[src/rtl/branch_predictor_evaluator_unit_macros.svh]
// assertion helpers used by the predictor evaluator back end
`ifndef BRANCH_PREDICTOR_EVALUATOR_UNIT_MACROS_SVH
`define BRANCH_PREDICTOR_EVALUATOR_UNIT_MACROS_SVH

// same-cycle implication, held off during reset
`define BPE_ASSERT_IMPL(label, clk, rst, ante, cons) \
  label: assert property (@(posedge clk) disable iff (rst) (ante) |-> (cons)) \
    else $error("bpe assertion failed: same-cycle implication");

// next-cycle implication, held off during reset
`define BPE_ASSERT_NEXT(label, clk, rst, ante, cons) \
  label: assert property (@(posedge clk) disable iff (rst) (ante) |=> (cons)) \
    else $error("bpe assertion failed: next-cycle implication");

`endif

[src/rtl/bpe_fifo.sv]
module bpe_fifo #(
  parameter int WIDTH = 8,
  parameter int DEPTH = 2
) (
  input  logic             clk,
  input  logic             rst,
  input  logic             push,
  input  logic [WIDTH-1:0] wdata,
  output logic             full,
  input  logic             pop,
  output logic [WIDTH-1:0] rdata,
  output logic             empty
);

  localparam int PW = (DEPTH > 1) ? $clog2(DEPTH) : 1;
  localparam int CW = $clog2(DEPTH + 1);

  logic [WIDTH-1:0] mem [DEPTH];
  logic [PW-1:0]    rd_ptr;
  logic [PW-1:0]    wr_ptr;
  logic [CW-1:0]    count;
  logic             do_push;
  logic             do_pop;

  assign full    = (count == CW'(DEPTH));
  assign empty   = (count == '0);
  assign do_push = push && !full;
  assign do_pop  = pop && !empty;
  assign rdata   = mem[rd_ptr];

  always_ff @(posedge clk) begin
    if (do_push) begin
      mem[wr_ptr] <= wdata;
    end
  end

  always_ff @(posedge clk) begin
    if (rst) begin
      rd_ptr <= '0;
      wr_ptr <= '0;
      count  <= '0;
    end else begin
      if (do_push) begin
        wr_ptr <= (wr_ptr == PW'(DEPTH - 1)) ? '0 : wr_ptr + PW'(1);
      end
      if (do_pop) begin
        rd_ptr <= (rd_ptr == PW'(DEPTH - 1)) ? '0 : rd_ptr + PW'(1);
      end
      if (do_push && !do_pop) begin
        count <= count + CW'(1);
      end else if (do_pop && !do_push) begin
        count <= count - CW'(1);
      end
    end
  end

endmodule

[config.mk]
export PLATFORM = sky130hd
export DESIGN_NAME = bpe_fifo
export DESIGN_NICKNAME = d
export VERILOG_FILES = /design/src/rtl/branch_predictor_evaluator_unit_macros.svh /design/src/rtl/bpe_fifo.sv
export SDC_FILE = /design/constraint.sdc
export NUM_CORES = 1
export LEC_CHECK = 0
export ABC_AREA = 1
export BUFFER_PORTS_ARGS = -buffer_cell sky130_fd_sc_hd__buf_2
export CORE_ASPECT_RATIO = 0.8
export CORE_UTILIZATION = 49
export CTS_BUF_LIST = sky130_fd_sc_hd__clkbuf_16
export DETAILED_ROUTE_END_ITERATION = 10
export PLACE_DENSITY = 0.87
export SYNTH_ARGS = -nofsm -noshare
export SYNTH_HDL_FRONTEND = slang
export SYNTH_SLANG_ARGS = --single-unit
[constraint.sdc]
create_clock -name clk -period 1.5 [get_ports clk]
set_input_delay 0.3 -clock clk [delete_from_list [all_inputs] [get_ports clk]]
set_output_delay 0.3 -clock clk [all_outputs]
set_load 0.03 [all_outputs]
==> results.yml <==
sta:
  worst_pin_slew_ns: 0.1982
  final.setup.tns_ns: 0
  skew_ns: 0.001395
  rsz0062_at_grt: "no"
  hold_viol: 0
  period_minus_slack_ns: 1.475
  fmax_mhz: 677.9
  final_max_slew_viol_count: 0
  fin_crit_sh_pct: 98.34
  setup_viol: 0
  maxSlewHeadroom_pct: 86.79
worst_setup_path:
  crit_path_max_fanout: 8
  rr_startpoint: "count[1]$_SDFFE_PP0P_"
  worstPathRequired_ns: 1.20
  reg2reg_setup_slack_ns: 0.13
  critical_path.startpoint_type: "flip-flop"
  end_kind: "primary output"
  crit_type: "flip-flop to primary output"
  arrival_ns: 1.18
  rr_worst_depth: 9
  timing.rr.end: "count[1]$_SDFFE_PP0P_"
  endpoint: "rdata[2]"
place:
  portBuffers: 21
  gp_congestion: 0.6763
  dp.final_hpwl_um: 973.2
global_routing:
  antenna_found_initial: 0
  grt_max_degree: 13
  grt_pass1_vias: 525
  grt_pass1_wl_um: 2111
  gr-usage-all-layers_pct: 18.37
  overflow: 0
final_layout:
  num_antenna_cells: 0
  drive_gt1_share_pct: 50.00
  syn_to_final_growth_pct: 29.00
  final_core_util_pct: 71.89
  fillers: 108
  nNetsFinal: 102
logic_synthesis:
  synth_area_leaders: "edfxtp_1, dfxtp_1, mux2_2, nor2_1, inv_1"
  synth_top_area_cell: "edfxtp_1"
  avgSynthCellArea_um2: 13.36
  synth_area_um2: 828.3
  syn_inst: 62
  synth_top_area_share_pct: 58.01
  synth_compound_area_share_pct: 4.532
  synth_top_family_by_area: "multiplexers"
  ys_warn_count: 0
  synthSimpleGateAreaFrac_pct: 8.308
  synth_mux_area_share_pct: 10.88
  synth-xor-area-share_pct: 0
  seq_area_frac_synth_pct: 70.09
  yosys_register_bits: 21
  yosys.cell_types.count: 16
  synthAdderAreaFrac_pct: 1.511
  syn-num-nets: 75
clock_tree:
  cts_sinks: 21
  path_clk_slew_ns: 0.06
  insertion_delay_ns: 0.25
  cts_tree: "yes"
  htreeDepth: 1
  tritoncts.num_buffers: 3
  clockBufferDepth: 2
  root_buffer: "clkbuf_16"
power:
  p_leak_nw: 0.4448
  ir_drop_v: 0.001270
  power_density_nw_per_um2: 1921
routing:
  vias: 539
  wl_per_cell_um: 13.28
  drc: 0
  drtAntennaViolNets: 0
  wl_um: 1448
  viasPerCell: 4.945
  drtIter0Drc: 19
  dr.pass1.iters: 4
floorplanning:
  die_h_um: 38.78
  start_util_pct: 55.72
  core_area_um2: 1486
  dieArea_um2: 1860
  pin_count: 22
  die_x_um: 47.97
  fp-row-count: 12
status:
  status: "finished clean"
flow_run:
  cap_viol_max_count: 0
worst_hold_path:
  worstHoldStart: "wdata[3]"
  min_path_type: "primary input to flip-flop"
how the worst min path moves through the flow:
stage	end	cells after the start
4_1_cts	mem[1][3]$_DFFE_PP_	1
6_report	mem[0][3]$_DFFE_PP_	1
3_3_place_gp	wr_ptr$_SDFFE_PP0N_	2
5_1_grt	mem[0][1]$_DFFE_PP_	1
2_1_floorplan	mem[0][0]$_DFFE_PP_	0
3_5_place_dp	mem[0][5]$_DFFE_PP_	1
cells in the final DEF, fill, tap and decap left out, drive strengths merged:
master,n
buf,23
edfxtp,16
nor2,9
inv,9
mux2,8
o21ai,5
dfxtp,5
nand2,4
clkbuf,3
and2,1
nand3,1
nand4,1
a21oi,1
ha,1
clkinv,1
area by class of cell:
cell class | count | area, um^2 | share of cell area (%)
Inverter | 9 | 33.78 | 3.162
Multi-Input combinational cell | 31 | 216.5 | 20.26
Clock inverter | 1 | 5.005 | 0.4684
Sequential cell | 21 | 586.8 | 54.92
Timing Repair Buffer | 23 | 125.1 | 11.71
Tap cell | 21 | 26.28 | 2.459
Clock buffer | 3 | 75.07 | 7.026
power by group:
part	leakage [nW]	internal (mW)	total, mW	switching (mW)
Combinational	0.212	0.251	0.660	0.409
Clock	0.0409	0.357	0.548	0.191
Sequential	0.192	0.754	0.844	0.0900
through the flow:
step	worst slack, ns	power (mW)	instance area [um^2]	instances	hold slack, ns
floorplan	0.1788	1.302	828.3	62	0.3989
global route	0.002511	2.153	1069	109	0.2408
CTS	0.01458	2.041	1061	109	0.2364
global placement	0.1269	1.444	969.7	105	0.4871
detailed placement	0.01593	1.474	969.7	105	0.4913
finish	0.02493	2.053	1069	109	0.2413
flip-flops by register name, summed over array words and instances (netlist names), named ones only:
name,count
mem,16
count,2
rd_ptr,1
wr_ptr,1
per-layer routing:
metal  vias up  global-route usage, %  routed length, um
met1       257                  17.38                559
li1        263                      -                  -
met5         -                      0                  0
met3         4                  6.542                 63
met2        15                  31.76                794
met4         0                  13.89                 30
cells in the mapped netlist:
| cell | count |
|---|---|
| buf_2 | 1 |
| o21ai_1 | 1 |
| mux2_2 | 8 |
| inv_2 | 2 |
| nand2_1 | 4 |
| o21ai_2 | 2 |
| a21oi_1 | 1 |
| ha_1 | 1 |
| o21ai_0 | 2 |
| inv_1 | 7 |
| nor2_1 | 9 |
| nand3_1 | 1 |
| dfxtp_1 | 5 |
| nand4_1 | 1 |
| and2_4 | 1 |
| edfxtp_1 | 16 |
critical path: stages, from the launching register on:
cell and delay [ns]:
dfxtp_4 0.40, mux2_2 0.34, buf_2 0.18
what timing repair did:
action	CTS	global route
gates resized for setup	3	8
setup buffers	0	0
setup endpoints to repair	9	4
hold buffers	0	0
logic make-up after synthesis:
family | count (synthesis)
flops | 21
compound gates | 6
mux | 8
buf+inv | 10
simple gates | 16
fa+ha+maj | 1
Note: power is estimated with default switching activity, not from simulation.
