`src/rtl/branch_predictor_evaluator_unit_macros.svh`:
```
// assertion helpers used by the predictor evaluator back end
`ifndef BRANCH_PREDICTOR_EVALUATOR_UNIT_MACROS_SVH
`define BRANCH_PREDICTOR_EVALUATOR_UNIT_MACROS_SVH

// same-cycle implication, held off during reset
`define BPE_ASSERT_IMPL(label, clk, rst, ante, cons) \
  label: assert property (@(posedge clk) disable iff (rst) (ante) |-> (cons)) \
    else $error("bpe assertion failed: same-cycle implication");

// next-cycle implication, held off during reset
`define BPE_ASSERT_NEXT(label, clk, rst, ante, cons) \
  label: assert property (@(posedge clk) disable iff (rst) (ante) |=> (cons)) \
    else $error("bpe assertion failed: next-cycle implication");

`endif

```
`src/rtl/bpe_pkg.sv`:
```
package bpe_pkg;

  localparam int PC_W           = 32;
  localparam int CNT_W          = 32;
  localparam int INDEX_BITS_DEF = 8;
  localparam int Q_DEPTH        = 2;

  localparam logic [PC_W-1:0] SEQ_STEP = PC_W'(4);
  localparam logic [1:0]      CTR_MAX  = 2'd3;

  // classified branch word passed from front to back
  typedef struct packed {
    logic [PC_W-1:0] pc;
    logic            taken;
    logic [PC_W-1:0] target;
    logic [PC_W-1:0] seq;
  } item_t;

  typedef struct packed {
    logic             actually_taken;
    logic             one_bit_taken;
    logic [PC_W-1:0]  one_bit_target;
    logic             two_bit_taken;
    logic [PC_W-1:0]  two_bit_target;
    logic             one_bit_correct;
    logic             two_bit_correct;
    logic [CNT_W-1:0] total_count;
    logic [CNT_W-1:0] always_taken_hits;
    logic [CNT_W-1:0] always_not_taken_hits;
    logic [CNT_W-1:0] one_bit_hits;
    logic [CNT_W-1:0] two_bit_hits;
  } result_t;

  function automatic logic [CNT_W-1:0] sat_inc(input logic [CNT_W-1:0] v);
    return (&v) ? v : v + CNT_W'(1);
  endfunction

endpackage

```
`src/rtl/bpe_front.sv`:
```
module bpe_front
  import bpe_pkg::*;
(
  input  logic                   clk,
  input  logic                   rst,
  input  logic                   push,
  output logic                   full,
  input  logic [PC_W-1:0]        branch_pc,
  input  logic signed [PC_W-1:0] branch_offset,
  input  logic [PC_W-1:0]        next_pc,
  input  logic                   hold,
  output logic                   q_push,
  output item_t                  q_data,
  input  logic                   q_full
);

  logic  stage_valid;
  item_t stage;
  item_t classified;
  logic  accept;

  assign full   = hold || (stage_valid && q_full);
  assign accept = push && !full;
  assign q_push = stage_valid && !q_full;
  assign q_data = stage;

  // taken when the actual step from pc equals the offset, mod 2^32
  always_comb begin
    classified.pc     = branch_pc;
    classified.taken  = ((next_pc - branch_pc) == PC_W'(unsigned'(branch_offset)));
    classified.target = branch_pc + PC_W'(unsigned'(branch_offset));
    classified.seq    = branch_pc + SEQ_STEP;
  end

  always_ff @(posedge clk) begin
    if (accept) begin
      stage <= classified;
    end
  end

  always_ff @(posedge clk) begin
    if (rst) begin
      stage_valid <= 1'b0;
    end else if (accept) begin
      stage_valid <= 1'b1;
    end else if (q_push) begin
      stage_valid <= 1'b0;
    end
  end

endmodule

```
`config.mk`:
```
export PLATFORM = sky130hd
export DESIGN_NAME = bpe_front
export DESIGN_NICKNAME = d
export VERILOG_FILES = /design/src/rtl/branch_predictor_evaluator_unit_macros.svh /design/src/rtl/bpe_pkg.sv /design/src/rtl/bpe_front.sv
export SDC_FILE = /design/constraint.sdc
export NUM_CORES = 1
export LEC_CHECK = 0
export ABC_AREA = 1
export BUFFER_PORTS_ARGS = -buffer_cell sky130_fd_sc_hd__buf_2
export CAP_MARGIN = 25
export CORE_AREA = 4 4 147 149
export CTS_CLUSTER_DIAMETER = 100
export DETAILED_ROUTE_END_ITERATION = 8
export DIE_AREA = 0 0 151 153
export PLACE_DENSITY = 0.67
export SYNTH_ARGS = -nofsm -noshare
export SYNTH_HDL_FRONTEND = slang
export SYNTH_SLANG_ARGS = --single-unit
```
`constraint.sdc`:
```
create_clock -name clk -period 6.1 [get_ports clk]
set_clock_uncertainty 0.1 [all_clocks]
set_input_delay 0.915 -clock clk [delete_from_list [all_inputs] [get_ports clk]]
set_output_delay 0.915 -clock clk [all_outputs]
set_load 0.02 [all_outputs]
```
==> results.json <==
{
  "pwr-share-comb_pct": 33.0,
  "syn_inst": 1050,
  "cp_max_fo": 3,
  "first_pass_iters": 8,
  "cts_root_buffer": "clkbuf_16",
  "cts_sinks": 96,
  "crit_required_ns": 6.10,
  "area_delta_synth_final_pct": 20.3,
  "synth_cell_types": 39,
  "start_util_pct": 39.6,
  "core_area_um2": 20200,
  "grt_usage_pct": 21.2,
  "synth_warnings": 0,
  "place.gp.congestion": 0.931,
  "fmax_mhz": 330,
  "final_cells": 1534,
  "dieArea_um2": 23100,
  "cp_cell_sequence": "buf_2 > ha_1 > inv_1 > fa_1 > o21ai_1 > a21oi_1 > o21ai_0 > nand2_1 > nand2_1 > a21oi_1 > xnor2_1",
  "path_clk_slew_ns": 0.06,
  "endpoint_kind": "flip-flop",
  "worstMarginPinSlew_ns": 0.979,
  "power.density_nw_per_um2": 209,
  "grt_max_degree": 67,
  "dp_cells": 1517,
  "fin_nets": 1424,
  "die_w_um": 151,
  "hold_violations": 0,
  "ant_nets": 0,
  "slew_violations": 0,
  "setup_tns_ns": 0,
  "whs_ns": 0.480,
  "antenna_found_initial": 2,
  "hpwl_mm": 21.0,
  "critPathKind": "in2reg",
  "synthTopCellsByCount": "nand2_1, inv_1, edfxtp_1",
  "io_pins": 200,
  "p_int_mw": 1.32,
  "drive_above_1_share_pct": 18.3,
  "grt_pass1_vias": 7246,
  "arrival_ns": 3.03,
  "cts_hold_buf": 0,
  "grt_first_pass_wirelength_mm": 38.2,
  "synthFlopType": "edfxtp_1",
  "overflow": 0,
  "status": "finished, final reports clean",
  "io_buffer_count": 199,
  "drt_iter0_drc": 621,
  "power_switching_mw": 0.690,
  "synth_top_area_share_pct": 35.7,
  "p_leak_nw": 4.81,
  "synth_area_leaders": "edfxtp_1, nand2_1, ha_1",
  "cp-start-kind": "input pin",
  "setup_violations": 0,
  "sequentialPowerShare_pct": 39.2,
  "synth_top_area_cell": "edfxtp_1",
  "wirelength_mm": 24.8,
  "rows": 52,
  "clkPwrFrac_pct": 27.8,
  "avgSynthCellArea_um2": 7.61,
  "crit_path_top_delay_cell": "fa_1",
  "post_cts_buffers": 0,
  "fin_crit_ns": 3.03,
  "syn_area_um2": 7990,
  "wire_per_inst_um": 16.1,
  "synthArstFlopShare_pct": 0,
  "slew_headroom_pct": 34.5,
  "max_cap_violations": 0,
  "finalCritPeriodShare_pct": 49.7,
  "cp_slowest_stage_delay_ns": 0.41,
  "htree_levels": 3,
  "drc": 0,
  "dieHeight_um": 153,
  "pre_cts_slack_ns": 2.75,
  "finalPower_mw": 2.01,
  "rsz0062_at_grt": "no",
  "cts_tree": "built",
  "synth_edf_count": 95,
  "cts-buffers-inserted": 9,
  "ys_ff_latch": 96,
  "setup_slack_ns": 3.07,
  "cts_resized": 0,
  "synth_nets": 1216,
  "switching_share_pct": 34.3,
  "yosysMostFrequentCell": "nand2_1",
  "vias_per_cell": 4.94,
  "worst_hold_path_type": "reg2reg",
  "ir_worst_vdd_mv": 0.110,
  "clk-insertion-delay-late_ns": 0.35,
  "synth_seq_area_share_pct": 36.0,
  "clock_path_buffers": 2,
  "vias": 7582
}
-- power groups by stage --
| stage | sequential [mW] | combinational (mW) | clock, mW |
|---|---|---|---|
| 6_report | 0.789 | 0.664 | 0.558 |
| 5_1_grt | 0.792 | 0.740 | 0.595 |
| 4_1_cts | 0.789 | 0.661 | 0.566 |
| 3_5_place_dp | 0.803 | 0.657 | 0 |
| 3_3_place_gp | 0.803 | 0.653 | 0 |
| 2_1_floorplan | 0.856 | 0.396 | 0 |
-- placed cells by master, fill, tap and decap left out, types with 2 or more instances in the layout --
cell type	instances
nand2_1	304
buf_2	199
inv_1	166
edfxtp_1	95
nor2_1	90
ha_1	63
a21oi_1	60
xor2_1	57
nand3_1	54
nor3_1	29
xnor2_1	27
o21ai_0	19
nand4_1	14
nand3b_1	13
clkbuf_16	9
o21ai_1	6
inv_2	5
nor4_1	5
a31oi_1	5
o21bai_1	5
a21o_1	5
nor2_4	3
clkinv_1	3
diode_2	2
nand4_4	2
nand3_2	2
a221oi_1	2
fa_1	2
clkbuf_1	2
-- metal layers --
metal / global-route usage [%] / up-vias / share of wire (%)
met4: 6.17 / 0 / 2.3
met1: 29.1 / 3424 / 45
met2: 35.2 / 261 / 47
li1: - / 3864 / -
met5: 0 / - / 0
met3: 2.55 / 33 / 5.4
-- worst paths after layout --
path | start | endpoint | slack [ns] | cells past startpoint
setup / recovery | branch_pc[0] | q_data[52] | 3.07 | 11
hold / removal | stage_valid | stage_valid | 0.48 | 4
setup reg to reg | stage_valid | q_data[61] | 3.76 | 5
hold reg to reg | stage_valid | stage_valid | 0.48 | 4
-- flip-flops by register name, indices dropped and copies added, names as in the netlist --
| register | flops |
|---|---|
| stage_valid | 1 |
| q_data | 95 |
-- area by class of cell --
cell class,instances,area (µm²)
Fill cell,2100,10600
Multi-Input combinational cell,779,4460
Sequential cell,96,2870
Timing Repair Buffer,200,1020
Inverter,172,646
Tap cell,270,338
Clock buffer,11,233
Clock inverter,4,46.3
Antenna cell,2,5.00
-- metrics by stage --
stage	area, µm²	utilization (%)
finish	9610	47.7
floorplan	7990	-
CTS	9610	47.6
global placement	9330	46.2
detailed placement	9330	46.2
global route	9610	47.7
-- worst max-delay path: cells and delay by family --
family                   cells  cell delay [ns]
AO/OA/AOI/OAI                4             1.03
buffers and inverters        2             0.15
AND/OR/NAND/NOR              2             0.23
adder cells (fa/ha/maj)      2             0.58
XOR/XNOR                     1             0.12
-- cell families (layout without fill, tap and decap cells) --
kind of cell    after synthesis  after routing  share of synthesized area, %
xor+xnor                     84             84                          9.21
compound gates              105            105                          7.19
flops                        96             96                          36.0
buf+inv                     175            387                          8.36
other cells                   0              2                             0
simple gates                525            525                          28.9
fa+ha+maj                    65             65                          10.4
No activity file was read; power rests on OpenSTA's default activity.
